$ cat src/sv/edgt_pkg.sv
// Package for the envelope detector with gain tracking.
// Holds field widths, register indexes, reset values and filter coefficients.
// No dependencies; every other file of the block imports it.
`default_nettype none

package edgt_pkg;

  // Field widths of the transactions.
  localparam int SAMPLE_W   = 12;
  localparam int ENV_W      = 12;
  localparam int GAIN_W     = 13;
  localparam int CFG_IDX_W  = 3;
  localparam int CFG_DATA_W = 13;

  // Register widths.
  localparam int POLE_W   = 12;
  localparam int TARGET_W = 13;
  localparam int GMAX_W   = 12;
  localparam int STEP_W   = 8;

  // Internal datapath widths.
  localparam int DC_Y_W     = 16;  // stored DC blocker output
  localparam int DC_ACC_W   = 29;  // DC blocker accumulator
  localparam int DC_Q_W     = DC_ACC_W - 12;
  localparam int LEVEL_W    = 14;  // rectified level
  localparam int FILT_Y_W   = 20;  // stored filter output
  localparam int FILT_ACC_W = 33;  // filter accumulator
  localparam int FILT_Q_W   = FILT_ACC_W - 12;

  // Register indexes on the configuration channel.
  typedef enum logic [CFG_IDX_W-1:0] {
    CFG_DC_POLE        = 3'd0,
    CFG_AGC_TARGET     = 3'd1,
    CFG_GAIN_MAX       = 3'd2,
    CFG_GAIN_UP_STEP   = 3'd3,
    CFG_GAIN_DOWN_STEP = 3'd4
  } cfg_idx_t;

  // Reset values of the registers and of the gain state.
  localparam logic [POLE_W-1:0]   DC_POLE_RST        = 12'd4000;
  localparam logic [TARGET_W-1:0] AGC_TARGET_RST     = 13'd2000;
  localparam logic [GMAX_W-1:0]   GAIN_MAX_RST       = 12'd3000;
  localparam logic [STEP_W-1:0]   GAIN_UP_STEP_RST   = 8'd1;
  localparam logic [STEP_W-1:0]   GAIN_DOWN_STEP_RST = 8'd16;
  localparam logic [GAIN_W-1:0]   GAIN_RST           = 13'd255;

  // DC blocker feed-forward coefficient.
  localparam logic signed [12:0] DC_FF = 13'sd4095;

  // Butterworth low-pass coefficients in Q12.
  localparam logic signed [12:0] B0 = 13'sd493;
  localparam logic signed [12:0] B1 = 13'sd1970;
  localparam logic signed [12:0] B2 = 13'sd2955;
  localparam logic signed [12:0] A0 = -13'sd80;
  localparam logic signed [12:0] A1 = -13'sd279;
  localparam logic signed [12:0] A2 = -13'sd2122;
  localparam logic signed [12:0] A3 = -13'sd1304;

  // Gain tracker settings handed from the register bank.
  typedef struct packed {
    logic [TARGET_W-1:0] target;
    logic [GMAX_W-1:0]   gain_max;
    logic [STEP_W-1:0]   up_step;
    logic [STEP_W-1:0]   down_step;
  } agc_cfg_t;

endpackage

`default_nettype wire

$ cat src/sv/edgt_in_if.sv
// Input sample channel of the envelope detector.
// Depends on edgt_pkg for the sample width.
`default_nettype none

interface edgt_in_if;
  import edgt_pkg::*;

  logic                valid;
  logic                ready;
  logic [SAMPLE_W-1:0] sample;

  modport source (output valid, output sample, input ready);
  modport sink   (input valid, input sample, output ready);
endinterface

`default_nettype wire

$ cat src/sv/edgt_out_if.sv
// Result channel of the envelope detector.
// Depends on edgt_pkg for the field widths.
`default_nettype none

interface edgt_out_if;
  import edgt_pkg::*;

  logic              valid;
  logic              ready;
  logic [ENV_W-1:0]  envelope;
  logic [GAIN_W-1:0] gain_level;
  logic              gain_rising;

  modport source (output valid, output envelope, output gain_level, output gain_rising,
                  input ready);
  modport sink   (input valid, input envelope, input gain_level, input gain_rising,
                  output ready);
endinterface

`default_nettype wire

$ cat src/sv/edgt_cfg_if.sv
// Register write channel of the envelope detector.
// Depends on edgt_pkg for the index and data widths.
`default_nettype none

interface edgt_cfg_if;
  import edgt_pkg::*;

  logic                  valid;
  logic                  ready;
  logic [CFG_IDX_W-1:0]  index;
  logic [CFG_DATA_W-1:0] data;

  modport source (output valid, output index, output data, input ready);
  modport sink   (input valid, input index, input data, output ready);
endinterface

`default_nettype wire

$ cat src/sv/edgt_dc_blocker.sv
// One-pole DC blocking high-pass followed by a saturating rectifier.
// Depends on edgt_pkg for widths and the feed-forward coefficient.
`default_nettype none

module edgt_dc_blocker (
  input  logic                           clk,
  input  logic                           rst_n,
  input  logic                           en,
  input  logic [edgt_pkg::SAMPLE_W-1:0]  sample,
  input  logic [edgt_pkg::POLE_W-1:0]    pole,
  output logic [edgt_pkg::LEVEL_W-1:0]   level
);
  import edgt_pkg::*;

  logic        [SAMPLE_W-1:0] prev_in_r;
  logic signed [DC_Y_W-1:0]   prev_out_r;

  logic signed [SAMPLE_W:0]   diff;
  logic signed [DC_ACC_W-1:0] acc;
  logic signed [DC_Q_W-1:0]   q;
  logic signed [DC_Y_W-1:0]   y;
  logic signed [DC_Y_W:0]     y_e;
  logic        [DC_Y_W:0]     mag;

  // Feed-forward difference times 4095 plus pole times the previous output.
  always_comb begin
    diff = $signed({1'b0, sample}) - $signed({1'b0, prev_in_r});
    acc  = DC_ACC_W'(DC_FF) * DC_ACC_W'(diff)
         + DC_ACC_W'($signed({1'b0, pole})) * DC_ACC_W'(prev_out_r);
    q    = DC_Q_W'(acc >>> 12);
  end

  // Saturate the blocker output to its stored width.
  always_comb begin
    if (q > DC_Q_W'(32767)) begin
      y = {1'b0, {(DC_Y_W-1){1'b1}}};
    end else if (q < -DC_Q_W'(32768)) begin
      y = {1'b1, {(DC_Y_W-1){1'b0}}};
    end else begin
      y = DC_Y_W'(q);
    end
  end

  // Rectify and saturate to the width of the filter input history.
  always_comb begin
    y_e = (DC_Y_W+1)'(y);
    mag = y[DC_Y_W-1] ? (DC_Y_W+1)'(-y_e) : (DC_Y_W+1)'(y_e);
    if (mag > (DC_Y_W+1)'({LEVEL_W{1'b1}})) begin
      level = {LEVEL_W{1'b1}};
    end else begin
      level = LEVEL_W'(mag);
    end
  end

  // Blocker state advances once per transaction.
  always_ff @(posedge clk) begin
    if (!rst_n) begin
      prev_in_r  <= '0;
      prev_out_r <= '0;
    end else if (en) begin
      prev_in_r  <= sample;
      prev_out_r <= y;
    end
  end

endmodule

`default_nettype wire

$ cat src/sv/edgt_gain_tracker.sv
// Gain tracker: steps the gain up or down by comparing the level with a target.
// Depends on edgt_pkg for widths, the settings struct and the gain reset value.
`default_nettype none

module edgt_gain_tracker (
  input  logic                          clk,
  input  logic                          rst_n,
  input  logic                          en,
  input  logic [edgt_pkg::LEVEL_W-1:0]  level,
  input  edgt_pkg::agc_cfg_t            cfg,
  output logic [edgt_pkg::GAIN_W-1:0]   gain_nxt,
  output logic                          rising_nxt
);
  import edgt_pkg::*;

  logic [GAIN_W-1:0] gain_r;
  logic              rising_r;

  // Raise below target while under the maximum, else lower while above the step.
  always_comb begin
    gain_nxt   = gain_r;
    rising_nxt = rising_r;
    if (level < LEVEL_W'(cfg.target)) begin
      if (gain_r < GAIN_W'(cfg.gain_max)) begin
        gain_nxt   = gain_r + GAIN_W'(cfg.up_step);
        rising_nxt = 1'b1;
      end
    end else begin
      if (gain_r > GAIN_W'(cfg.down_step)) begin
        gain_nxt   = gain_r - GAIN_W'(cfg.down_step);
        rising_nxt = 1'b0;
      end
    end
  end

  always_ff @(posedge clk) begin
    if (!rst_n) begin
      gain_r   <= GAIN_RST;
      rising_r <= 1'b0;
    end else if (en) begin
      gain_r   <= gain_nxt;
      rising_r <= rising_nxt;
    end
  end

endmodule

`default_nettype wire

$ cat src/sv/edgt_bw_filter.sv
// Fourth-order Butterworth low-pass in Q12 with saturation and output clamp.
// Depends on edgt_pkg for widths and coefficients.
`default_nettype none

module edgt_bw_filter (
  input  logic                          clk,
  input  logic                          rst_n,
  input  logic                          en,
  input  logic [edgt_pkg::LEVEL_W-1:0]  level,
  output logic [edgt_pkg::ENV_W-1:0]    envelope
);
  import edgt_pkg::*;

  logic        [LEVEL_W-1:0]  xh_r [5];
  logic signed [FILT_Y_W-1:0] yh_r [4];

  logic signed [FILT_ACC_W-1:0] xe [5];
  logic signed [FILT_ACC_W-1:0] ye [4];
  logic signed [FILT_ACC_W-1:0] acc;
  logic signed [FILT_Q_W-1:0]   q;
  logic signed [FILT_Y_W-1:0]   f;

  // Extend the history taps to the accumulator width.
  always_comb begin
    for (int i = 0; i < 5; i++) begin
      xe[i] = FILT_ACC_W'($signed({1'b0, xh_r[i]}));
    end
    for (int i = 0; i < 4; i++) begin
      ye[i] = FILT_ACC_W'(yh_r[i]);
    end
  end

  // The output uses only the history held before this transaction's level.
  always_comb begin
    acc = FILT_ACC_W'(B0) * (xe[0] + xe[4])
        + FILT_ACC_W'(B1) * (xe[1] + xe[3])
        + FILT_ACC_W'(B2) * xe[2]
        + FILT_ACC_W'(A0) * ye[0]
        + FILT_ACC_W'(A1) * ye[1]
        + FILT_ACC_W'(A2) * ye[2]
        + FILT_ACC_W'(A3) * ye[3];
    q = FILT_Q_W'(acc >>> 12);
  end

  // Saturate to the stored width, then clamp the reported envelope.
  always_comb begin
    if (q > FILT_Q_W'(524287)) begin
      f = {1'b0, {(FILT_Y_W-1){1'b1}}};
    end else if (q < -FILT_Q_W'(524288)) begin
      f = {1'b1, {(FILT_Y_W-1){1'b0}}};
    end else begin
      f = FILT_Y_W'(q);
    end
    if (f[FILT_Y_W-1]) begin
      envelope = '0;
    end else if (f > FILT_Y_W'({ENV_W{1'b1}})) begin
      envelope = {ENV_W{1'b1}};
    end else begin
      envelope = ENV_W'(f);
    end
  end

  // Shift both histories; the new level enters after the output is formed.
  always_ff @(posedge clk) begin
    if (!rst_n) begin
      for (int i = 0; i < 5; i++) xh_r[i] <= '0;
      for (int i = 0; i < 4; i++) yh_r[i] <= '0;
    end else if (en) begin
      for (int i = 0; i < 4; i++) xh_r[i] <= xh_r[i+1];
      xh_r[4] <= level;
      for (int i = 0; i < 3; i++) yh_r[i] <= yh_r[i+1];
      yh_r[3] <= f;
    end
  end

endmodule

`default_nettype wire

$ cat src/sv/envelope_detector_with_gain_tracking_top.sv
// Top level of the envelope detector with gain tracking.
// Depends on edgt_pkg, the three channel interfaces and the three datapath modules.
//
// Each sample transaction produces exactly one result transaction carrying the
// clamped envelope, the updated gain and the gain direction flag. The block takes
// one sample per clock cycle while the result side keeps up; a sample is held in
// the input register and its result in the result register. The DC blocker, gain
// tracker and filter recursions all close combinationally between those two
// registers. The input register keeps taking one sample while a result waits
// downstream. The gain is tracked and reported only; it is not applied to the
// signal. Register writes are taken at any time (ready stays high) and must only
// be issued while the block holds no sample; unknown indexes are ignored.
`default_nettype none

module envelope_detector_with_gain_tracking_top (
  input  logic    clk,
  input  logic    rst_n,
  edgt_in_if.sink   in_ch,
  edgt_out_if.source out_ch,
  edgt_cfg_if.sink  cfg_ch
);
  import edgt_pkg::*;

  // Register bank.
  logic [POLE_W-1:0]   dc_pole_r;
  logic [TARGET_W-1:0] agc_target_r;
  logic [GMAX_W-1:0]   gain_max_r;
  logic [STEP_W-1:0]   gain_up_step_r;
  logic [STEP_W-1:0]   gain_down_step_r;

  // Input register and result register.
  logic                in_valid_r;
  logic [SAMPLE_W-1:0] sample_r;
  logic                out_valid_r;
  logic [ENV_W-1:0]    envelope_r;
  logic [GAIN_W-1:0]   gain_level_r;
  logic                gain_rising_r;

  logic                advance;
  logic [LEVEL_W-1:0]  level;
  logic [ENV_W-1:0]    envelope;
  logic [GAIN_W-1:0]   gain_nxt;
  logic                rising_nxt;
  agc_cfg_t            agc_cfg;

  // Register writes are always accepted.
  assign cfg_ch.ready = 1'b1;

  always_ff @(posedge clk) begin
    if (!rst_n) begin
      dc_pole_r        <= DC_POLE_RST;
      agc_target_r     <= AGC_TARGET_RST;
      gain_max_r       <= GAIN_MAX_RST;
      gain_up_step_r   <= GAIN_UP_STEP_RST;
      gain_down_step_r <= GAIN_DOWN_STEP_RST;
    end else if (cfg_ch.valid) begin
      unique case (cfg_ch.index)
        CFG_DC_POLE:        dc_pole_r        <= POLE_W'(cfg_ch.data);
        CFG_AGC_TARGET:     agc_target_r     <= TARGET_W'(cfg_ch.data);
        CFG_GAIN_MAX:       gain_max_r       <= GMAX_W'(cfg_ch.data);
        CFG_GAIN_UP_STEP:   gain_up_step_r   <= STEP_W'(cfg_ch.data);
        CFG_GAIN_DOWN_STEP: gain_down_step_r <= STEP_W'(cfg_ch.data);
        default: ;
      endcase
    end
  end

  assign agc_cfg = '{target:    agc_target_r,
                     gain_max:  gain_max_r,
                     up_step:   gain_up_step_r,
                     down_step: gain_down_step_r};

  // A held sample moves on when the result register is free or being emptied.
  assign advance     = in_valid_r && (!out_valid_r || out_ch.ready);
  assign in_ch.ready = !in_valid_r || advance;

  always_ff @(posedge clk) begin
    if (!rst_n) begin
      in_valid_r <= 1'b0;
    end else if (in_ch.ready) begin
      in_valid_r <= in_ch.valid;
    end
  end

  always_ff @(posedge clk) begin
    if (in_ch.valid && in_ch.ready) begin
      sample_r <= in_ch.sample;
    end
  end

  // Datapath between the input register and the result register.
  edgt_dc_blocker u_dc (
    .clk    (clk),
    .rst_n  (rst_n),
    .en     (advance),
    .sample (sample_r),
    .pole   (dc_pole_r),
    .level  (level)
  );

  edgt_gain_tracker u_gain (
    .clk        (clk),
    .rst_n      (rst_n),
    .en         (advance),
    .level      (level),
    .cfg        (agc_cfg),
    .gain_nxt   (gain_nxt),
    .rising_nxt (rising_nxt)
  );

  edgt_bw_filter u_filt (
    .clk      (clk),
    .rst_n    (rst_n),
    .en       (advance),
    .level    (level),
    .envelope (envelope)
  );

  // Result register.
  always_ff @(posedge clk) begin
    if (!rst_n) begin
      out_valid_r <= 1'b0;
    end else if (advance) begin
      out_valid_r <= 1'b1;
    end else if (out_ch.ready) begin
      out_valid_r <= 1'b0;
    end
  end

  always_ff @(posedge clk) begin
    if (advance) begin
      envelope_r    <= envelope;
      gain_level_r  <= gain_nxt;
      gain_rising_r <= rising_nxt;
    end
  end

  assign out_ch.valid       = out_valid_r;
  assign out_ch.envelope    = envelope_r;
  assign out_ch.gain_level  = gain_level_r;
  assign out_ch.gain_rising = gain_rising_r;

  // A sample moved into the datapath always shows up as a result next cycle.
  a_advance_gives_result: assert property (@(posedge clk) disable iff (!rst_n)
    advance |=> out_ch.valid)
    else $error("result missing after a sample left the input register");

  // With the result side free, the input side must never stall.
  a_ready_when_free: assert property (@(posedge clk) disable iff (!rst_n)
    (!out_valid_r || out_ch.ready) |-> in_ch.ready)
    else $error("input stalled while the result register was free");

  // The input stalls only when both registers hold a transaction.
  a_stall_means_full: assert property (@(posedge clk) disable iff (!rst_n)
    !in_ch.ready |-> (in_valid_r && out_valid_r && !out_ch.ready))
    else $error("input stalled without a full pipeline");

endmodule

`default_nettype wire

$ cat src/flat_wrapper.sv
// flat-port wrapper written by rule: the top's interface ports become plain ports
module envelope_detector_with_gain_tracking_top_flat import edgt_pkg::*;
  (clk, rst_n, in_ch_valid, in_ch_sample, in_ch_ready, out_ch_valid, out_ch_envelope, out_ch_gain_level, out_ch_gain_rising, out_ch_ready, cfg_ch_valid, cfg_ch_index, cfg_ch_data, cfg_ch_ready);
  edgt_in_if in_ch_i ();
  edgt_out_if out_ch_i ();
  edgt_cfg_if cfg_ch_i ();
  input  logic clk;
  input  logic rst_n;
  input wire logic [$bits(in_ch_i.valid)-1:0] in_ch_valid;
  input wire logic [$bits(in_ch_i.sample)-1:0] in_ch_sample;
  output wire logic [$bits(in_ch_i.ready)-1:0] in_ch_ready;
  output wire logic [$bits(out_ch_i.valid)-1:0] out_ch_valid;
  output wire logic [$bits(out_ch_i.envelope)-1:0] out_ch_envelope;
  output wire logic [$bits(out_ch_i.gain_level)-1:0] out_ch_gain_level;
  output wire logic [$bits(out_ch_i.gain_rising)-1:0] out_ch_gain_rising;
  input wire logic [$bits(out_ch_i.ready)-1:0] out_ch_ready;
  input wire logic [$bits(cfg_ch_i.valid)-1:0] cfg_ch_valid;
  input wire logic [$bits(cfg_ch_i.index)-1:0] cfg_ch_index;
  input wire logic [$bits(cfg_ch_i.data)-1:0] cfg_ch_data;
  output wire logic [$bits(cfg_ch_i.ready)-1:0] cfg_ch_ready;
  assign in_ch_i.valid = in_ch_valid;
  assign in_ch_i.sample = in_ch_sample;
  assign in_ch_ready = in_ch_i.ready;
  assign out_ch_valid = out_ch_i.valid;
  assign out_ch_envelope = out_ch_i.envelope;
  assign out_ch_gain_level = out_ch_i.gain_level;
  assign out_ch_gain_rising = out_ch_i.gain_rising;
  assign out_ch_i.ready = out_ch_ready;
  assign cfg_ch_i.valid = cfg_ch_valid;
  assign cfg_ch_i.index = cfg_ch_index;
  assign cfg_ch_i.data = cfg_ch_data;
  assign cfg_ch_ready = cfg_ch_i.ready;
  envelope_detector_with_gain_tracking_top u_core (.clk(clk), .rst_n(rst_n), .in_ch(in_ch_i), .out_ch(out_ch_i), .cfg_ch(cfg_ch_i));
endmodule
$ cat config.mk
export PLATFORM = sky130hd
export DESIGN_NAME = envelope_detector_with_gain_tracking_top_flat
export DESIGN_NICKNAME = d
export VERILOG_FILES = /design/src/sv/edgt_pkg.sv /design/src/sv/edgt_in_if.sv /design/src/sv/edgt_out_if.sv /design/src/sv/edgt_cfg_if.sv /design/src/sv/edgt_dc_blocker.sv /design/src/sv/edgt_gain_tracker.sv /design/src/sv/edgt_bw_filter.sv /design/src/sv/envelope_detector_with_gain_tracking_top.sv /design/src/flat_wrapper.sv
export SDC_FILE = /design/constraint.sdc
export NUM_CORES = 2
export LEC_CHECK = 0
export BUFFER_PORTS_ARGS = -buffer_cell sky130_fd_sc_hd__buf_4
export CAP_MARGIN = 25
export CORE_UTILIZATION = 45
export CTS_CLUSTER_DIAMETER = 50
export DETAILED_ROUTE_END_ITERATION = 12
export MAX_ROUTING_LAYER = met4
export SLEW_MARGIN = 15
export SYNTH_ARGS = -nofsm -noshare
export SYNTH_HDL_FRONTEND = slang
export SYNTH_SLANG_ARGS = --single-unit
$ cat constraint.sdc
create_clock -name clk -period 31.8 [get_ports clk]
set_input_delay 6.36 -clock clk [delete_from_list [all_inputs] [get_ports clk]]
set_output_delay 6.36 -clock clk [all_outputs]
set_load 0.01 [all_outputs]
# Word-level counts from Yosys, hierarchy flattened
# Memory sizes are Yosys's and may differ from the RTL's.
# Cells that the tools add are included.
# totals
out_inout_bits,29
elab_cells,102
inputBits,33
memories,2
register_bits,135
ram_bits,150
# memory_table
memory,depth,word_bits,rd,rd_ports_with_merged_regs,write_ports,line,source
u_core.u_filt.yh_r,4,20,4,0,4,edgt_bw_filter.sv:15,logic signed [FILT_Y_W-1:0] yh_r [4];
u_core.u_filt.xh_r,5,14,5,0,5,edgt_bw_filter.sv:14,logic [LEVEL_W-1:0] xh_r [5];
# classes
order_cmp,9
n_reduce_logical,13
n_addsub,13
muxes,28
mul,9
n_bitwise,9
n_eq_ne,4
# ops
op,n
$mux W20,6
$mux W14,6
$mux W13,3
$add A31 B33 Y33,1
$add A33 B32 Y33,1
$mul A12 B20 Y32 const A,1
$mux W16,2
$add A30 B30 Y31,1
$add A14 B14 Y15,2
$add A29 B28 Y30,1
$mul A10 B20 Y30 const A,1
$add A26 B29 Y29,1
$mul A13 B16 Y29,1
$mul A9 B20 Y29 const A,1
$add A27 B26 Y28,1
$add A24 B26 Y27,1
$mul A12 B14 Y26 const A,1
$mul A13 B13 Y26 const A,1
$mul A10 B15 Y25 const A,1
$mul A4 B20 Y24 const A,1
$mul A9 B15 Y24 const A,1
$gt A21 B20 Y1 const B,1
$lt A21 B20 Y1 const B,1
$gt A20 B12 Y1 const B,1
23 further kinds,47

# Logic depth before layout (Yosys ltp)
# An unclocked memory read counts as a cell.
# logic_depth
word_depth,14
ltp_mapped,66
mapped_depth_nobuf,65

# Modules after synthesis
# Synthesis repeated with hierarchy kept, for this count alone.
# hier_totals
cells_unflattened,5579
hier_area_um2,54863.9
# modules_own_cells
module,area_each_um2,cells_each,instances,seq_area_each_um2
edgt_bw_filter,36015.8,3544,1,4504.3
edgt_dc_blocker,13175.1,1485,1,560.5
envelope_detector_with_gain_tracking_top,3338.2,253,1,2242.2
edgt_gain_tracker,2334.7,297,1,280.3

# Worst setup path after synthesis
# No wires, ideal clock.
# synth_path
kind,reg-to-reg
from,"mem u_core.u_filt.xh_r[3][0], in the netlist u_core.u_filt.xh_r[0][42]"
to,"mem u_core.u_filt.yh_r[3][13], data pin"
path_slack_ns,15.904
setup_time_ns,0.140
period_less_slack_ns,15.896
n_path_buf,1
path_stages_with_launch,61
required_ns,31.660
arrival_ns,15.757
path_cell_list,edfxtp_1 -> ha_1 -> fa_1 -> a21oi_1 -> nor2_1 -> nor2_1 -> o21bai_1 -> a21oi_1 -> xnor2_1 -> ha_1 -> fa_1 -> fa_1 -> fa_1 -> fa_1 -> ha_1 -> a21boi_0 -> o21ai_0 -> a21oi_1 -> [... 25 more ...] -> fa_1 -> inv_1 -> fa_1 -> inv_1 -> fa_1 -> inv_1 -> ha_1 -> a21oi_1 -> nand2_1 -> o211a_1 -> o21ai_1 -> nor3b_2 -> nor3_1 -> a2111oi_4 -> xnor3_2 -> buf_6 -> maj3_1 -> nor2_1
# synth_lines
item,line
"start, declared",edgt_bw_filter.sv:14
"end, declared",edgt_bw_filter.sv:15

==> flow_summary.toml <==
[outcome]
status = "finished clean"

[worst_setup_path]
ff2ff_path_depth = 56
path_common_cell = "fa_1"
cp.required_ns = 32.30
cp_slowest_stage_delay_ns = 0.70
worstReg2RegEnd = "u_core.u_filt.yh_r[3][2]$_SDFFCE_PN0P_"
crit_fanout = 34
regToRegSetupSlack_ns = 14.10
startpoint_type = "register"
cp-end-kind = "register"
cp_slowest_cell = "xnor3_2"
crit_type = "register to register"
cp.arrival_ns = 18.19
r2r-start = "u_core.u_filt.xh_r[0][42]$_SDFFCE_PN0P_"

[min_path]
worstHoldPathCells = 2
min_path_type = "register to register"
hp-start = "u_core.u_dc.prev_in_r[8]$_SDFFE_PN0P_"
hold_end = "u_core.u_dc.prev_in_r[8]$_SDFFE_PN0P_"

[floorplanning]
die_area_sq_um = 121000
io_pins = 62
die_h_um = 348
fp.dieW_um = 348
start_util_pct = 45.5
core_sq_um = 118000
num_rows = 126

[timing]
clock.fmax_mhz = 56.5
slew_headroom_pct = 31.7
hold_viol_final = 0
setup-violations-final = 0
fin_tns_setup_ns = 0
fin_crit_sh_pct = 55.6
skew_ns = 0.0452
drv_slew = 0
worstMarginPinSlew_ns = 1.02
min_period_ns = 17.70
rsz0062_at_grt = "false"

[detailed_routing]
routed.top_layer = "met4"
drt_iter0_drc = 1872
post_drt_via_cell_ratio = 5.03
drt_wl_total_mm = 121
drt-pass1-iter-count = 5
wire_per_inst_um = 17.1
drt-met1-wl_mm = 55.9
route.met2.wl_mm = 57.6
drc_errors = 0
wl_met3_mm = 4.62
ant_nets = 0
vias = 35600

[cts]
cts_buffers = 52
insertion_delay_ns = 0.65
cts_tree = "done"
post_cts_buffers = 0
cts_resized = 0
path_clk_slew_ns = 0.05
cts-root-buf = "clkbuf_16"
clock_sinks = 285
cts_max_path_buffers = 3
h-tree-depth = 2
ctsHoldBuffers = 0

[synthesis]
synthCells = 5455
yosysSeqAreaShare_pct = 14.1
syn_area_sq_um = 53800
synthFlopType = "edfxtp_1"
yosysTopAreaCellShare_pct = 35.0
async_flop_share_pct = 0
mappedNetlistNets = 7277
synthTopCellsByArea = "fa_1 (35%), ha_1 (20%), edfxtp_1 (10%), inv_1 (10%), dfxtp_1 (3.6%)"
ys_types = 88
postSynthAreaPerCell_sq_um = 9.86
yosysTopAreaCell = "fa_1"
ys.warnings.count = 0
synth_edf_count = 188
synth.ff_latch_count = 285

[global_route]
track_usage_pct = 21.6
grt_pass1_wl_mm = 198
grt_pass1_vias = 36900
antenna_found_initial = 1
grt_start_max_net_pins = 93
grt_remaining_overflow = 0

[run]
cap_violations = 0

[final_layout]
drive_gt1_share_pct = 4.12
final_common_cell = "inv_1"
final_cell_mix = "inv_1 (1467), fa_1 (939), ha_1 (850), nand2_1 (293), a21oi_1 (236)"
layout-area-overhead-vs-synth_pct = 7.31
nets = 7314

[placement]
dp.final_hpwl_mm = 102
gp_congestion = 0.925
io_buffers = 60
## synthesized netlist by cell type (5+ instances only)
| master | number |
|---|---|
| nor2_1 | 216 |
| mux2i_1 | 19 |
| o31ai_1 | 5 |
| nor4_1 | 6 |
| edfxtp_1 | 188 |
| fa_1 | 939 |
| nand4_1 | 9 |
| o31a_1 | 6 |
| a21bo_1 | 6 |
| maj3_1 | 12 |
| a21oi_1 | 236 |
| clkbuf_1 | 90 |
| o21a_1 | 22 |
| ha_1 | 850 |
| xor2_1 | 61 |
| dfxtp_1 | 97 |
| xnor2_1 | 152 |
| or3_1 | 18 |
| o21bai_1 | 50 |
| a211oi_1 | 13 |
| maj3_2 | 8 |
| buf_1 | 11 |
| nor3_1 | 50 |
| a2111oi_0 | 5 |
| nand3b_1 | 6 |
| and3_1 | 81 |
| o211ai_1 | 33 |
| a31oi_1 | 15 |
| or2_2 | 10 |
| nand2_1 | 294 |
| o22ai_1 | 8 |
| and2_1 | 127 |
| inv_1 | 1469 |
| nand2b_1 | 24 |
| nor2b_1 | 21 |
| a21o_1 | 58 |
| nand3_1 | 34 |
| mux2_2 | 7 |
| a21boi_0 | 6 |
| o21ai_0 | 97 |
| a211o_1 | 6 |
## critical path: cells and delay by family, from the launching register on
kind | cells | cell delay, ns
xor gates and xnor gates | 3 | 1.40
AOI/OAI and AO/OA | 14 | 3.82
buffers and inverters | 8 | 0.45
adders and majority gates | 23 | 10.33
DFF | 1 | 0.38
and+or+nand+nor | 8 | 1.18
## routing by layer
layer	vias up	global-route usage [%]
li1	17100	-
met1	17800	28.8
met2	539	34.6
met3	142	2.67
met4	0	5.73
met5	-	-
## per-stage QoR
| step | instances | utilization, % | worst slack (ns) | instance area (sq um) | hold WS [ns] |
|---|---|---|---|---|---|
| finish | 7072 | 48.8 | 14.10 | 57700 | 0.451 |
| global route | 7072 | 48.8 | 13.10 | 57700 | 0.469 |
| CTS | 7069 | 48.8 | 14.10 | 57700 | 0.455 |
| detailed placement | 6972 | 47.3 | 14.12 | 56000 | 0.448 |
| global placement | 6968 | 47.3 | 14.35 | 55900 | 0.443 |
| floorplan | 5455 | - | 15.90 | 53800 | 0.436 |
## worst max-delay path by stage
stage	startpoint	end	slack [ns]
finish	u_core.u_filt.xh_r[0][42]$_SDFFCE_PN0P_	u_core.u_filt.yh_r[3][2]$_SDFFCE_PN0P_	14.10
global route	u_core.u_filt.xh_r[0][42]$_SDFFCE_PN0P_	u_core.u_filt.yh_r[3][3]$_SDFFCE_PN0P_	13.10
CTS	u_core.u_filt.xh_r[0][42]$_SDFFCE_PN0P_	u_core.u_filt.yh_r[3][2]$_SDFFCE_PN0P_	14.10
detailed placement	u_core.u_filt.xh_r[0][42]$_SDFFCE_PN0P_	u_core.u_filt.yh_r[3][18]$_SDFFCE_PN0P_	14.12
global placement	u_core.u_filt.xh_r[0][42]$_SDFFCE_PN0P_	u_core.u_filt.yh_r[3][9]$_SDFFCE_PN0P_	14.35
floorplan	u_core.u_filt.xh_r[0][42]$_SDFFCE_PN0P_	u_core.u_filt.yh_r[3][13]$_SDFFCE_PN0P_	15.90
## sequential cells by signal, summed over array words and instances, names as in the netlist, 13 cells and up
register and count:
u_core.u_filt.xh_r 70, u_core.u_filt.yh_r 80, u_core.out_ch.gain_level 13, u_core.u_gain.gain_r 13, u_core.agc_target_r 13, u_core.u_dc.prev_out_r 16
## layout make-up
cell class | count | area, sq um
fill | 11100 | 60500
multi-input combinational | 3593 | 40300
sequential | 285 | 7590
inverter | 1470 | 5530
tap | 1536 | 1920
clock buffer | 55 | 1310
timing repair buffer | 90 | 686
clock inverter | 42 | 398
antenna | 1 | 2.50
## cell families after synthesis
logic type	Yosys count	share of synthesized area [%]
fa+ha+maj	1809	55.1
mux	26	0.500
xor+xnor	214	3.51
simple gates	921	8.32
buf+inv	1577	11.1
compound gates	622	7.37
other cells	1	0.00697
flops	285	14.1
Power is not shown: default switching activity piles up to over one toggle a cycle in this logic, so the estimate is an artifact.
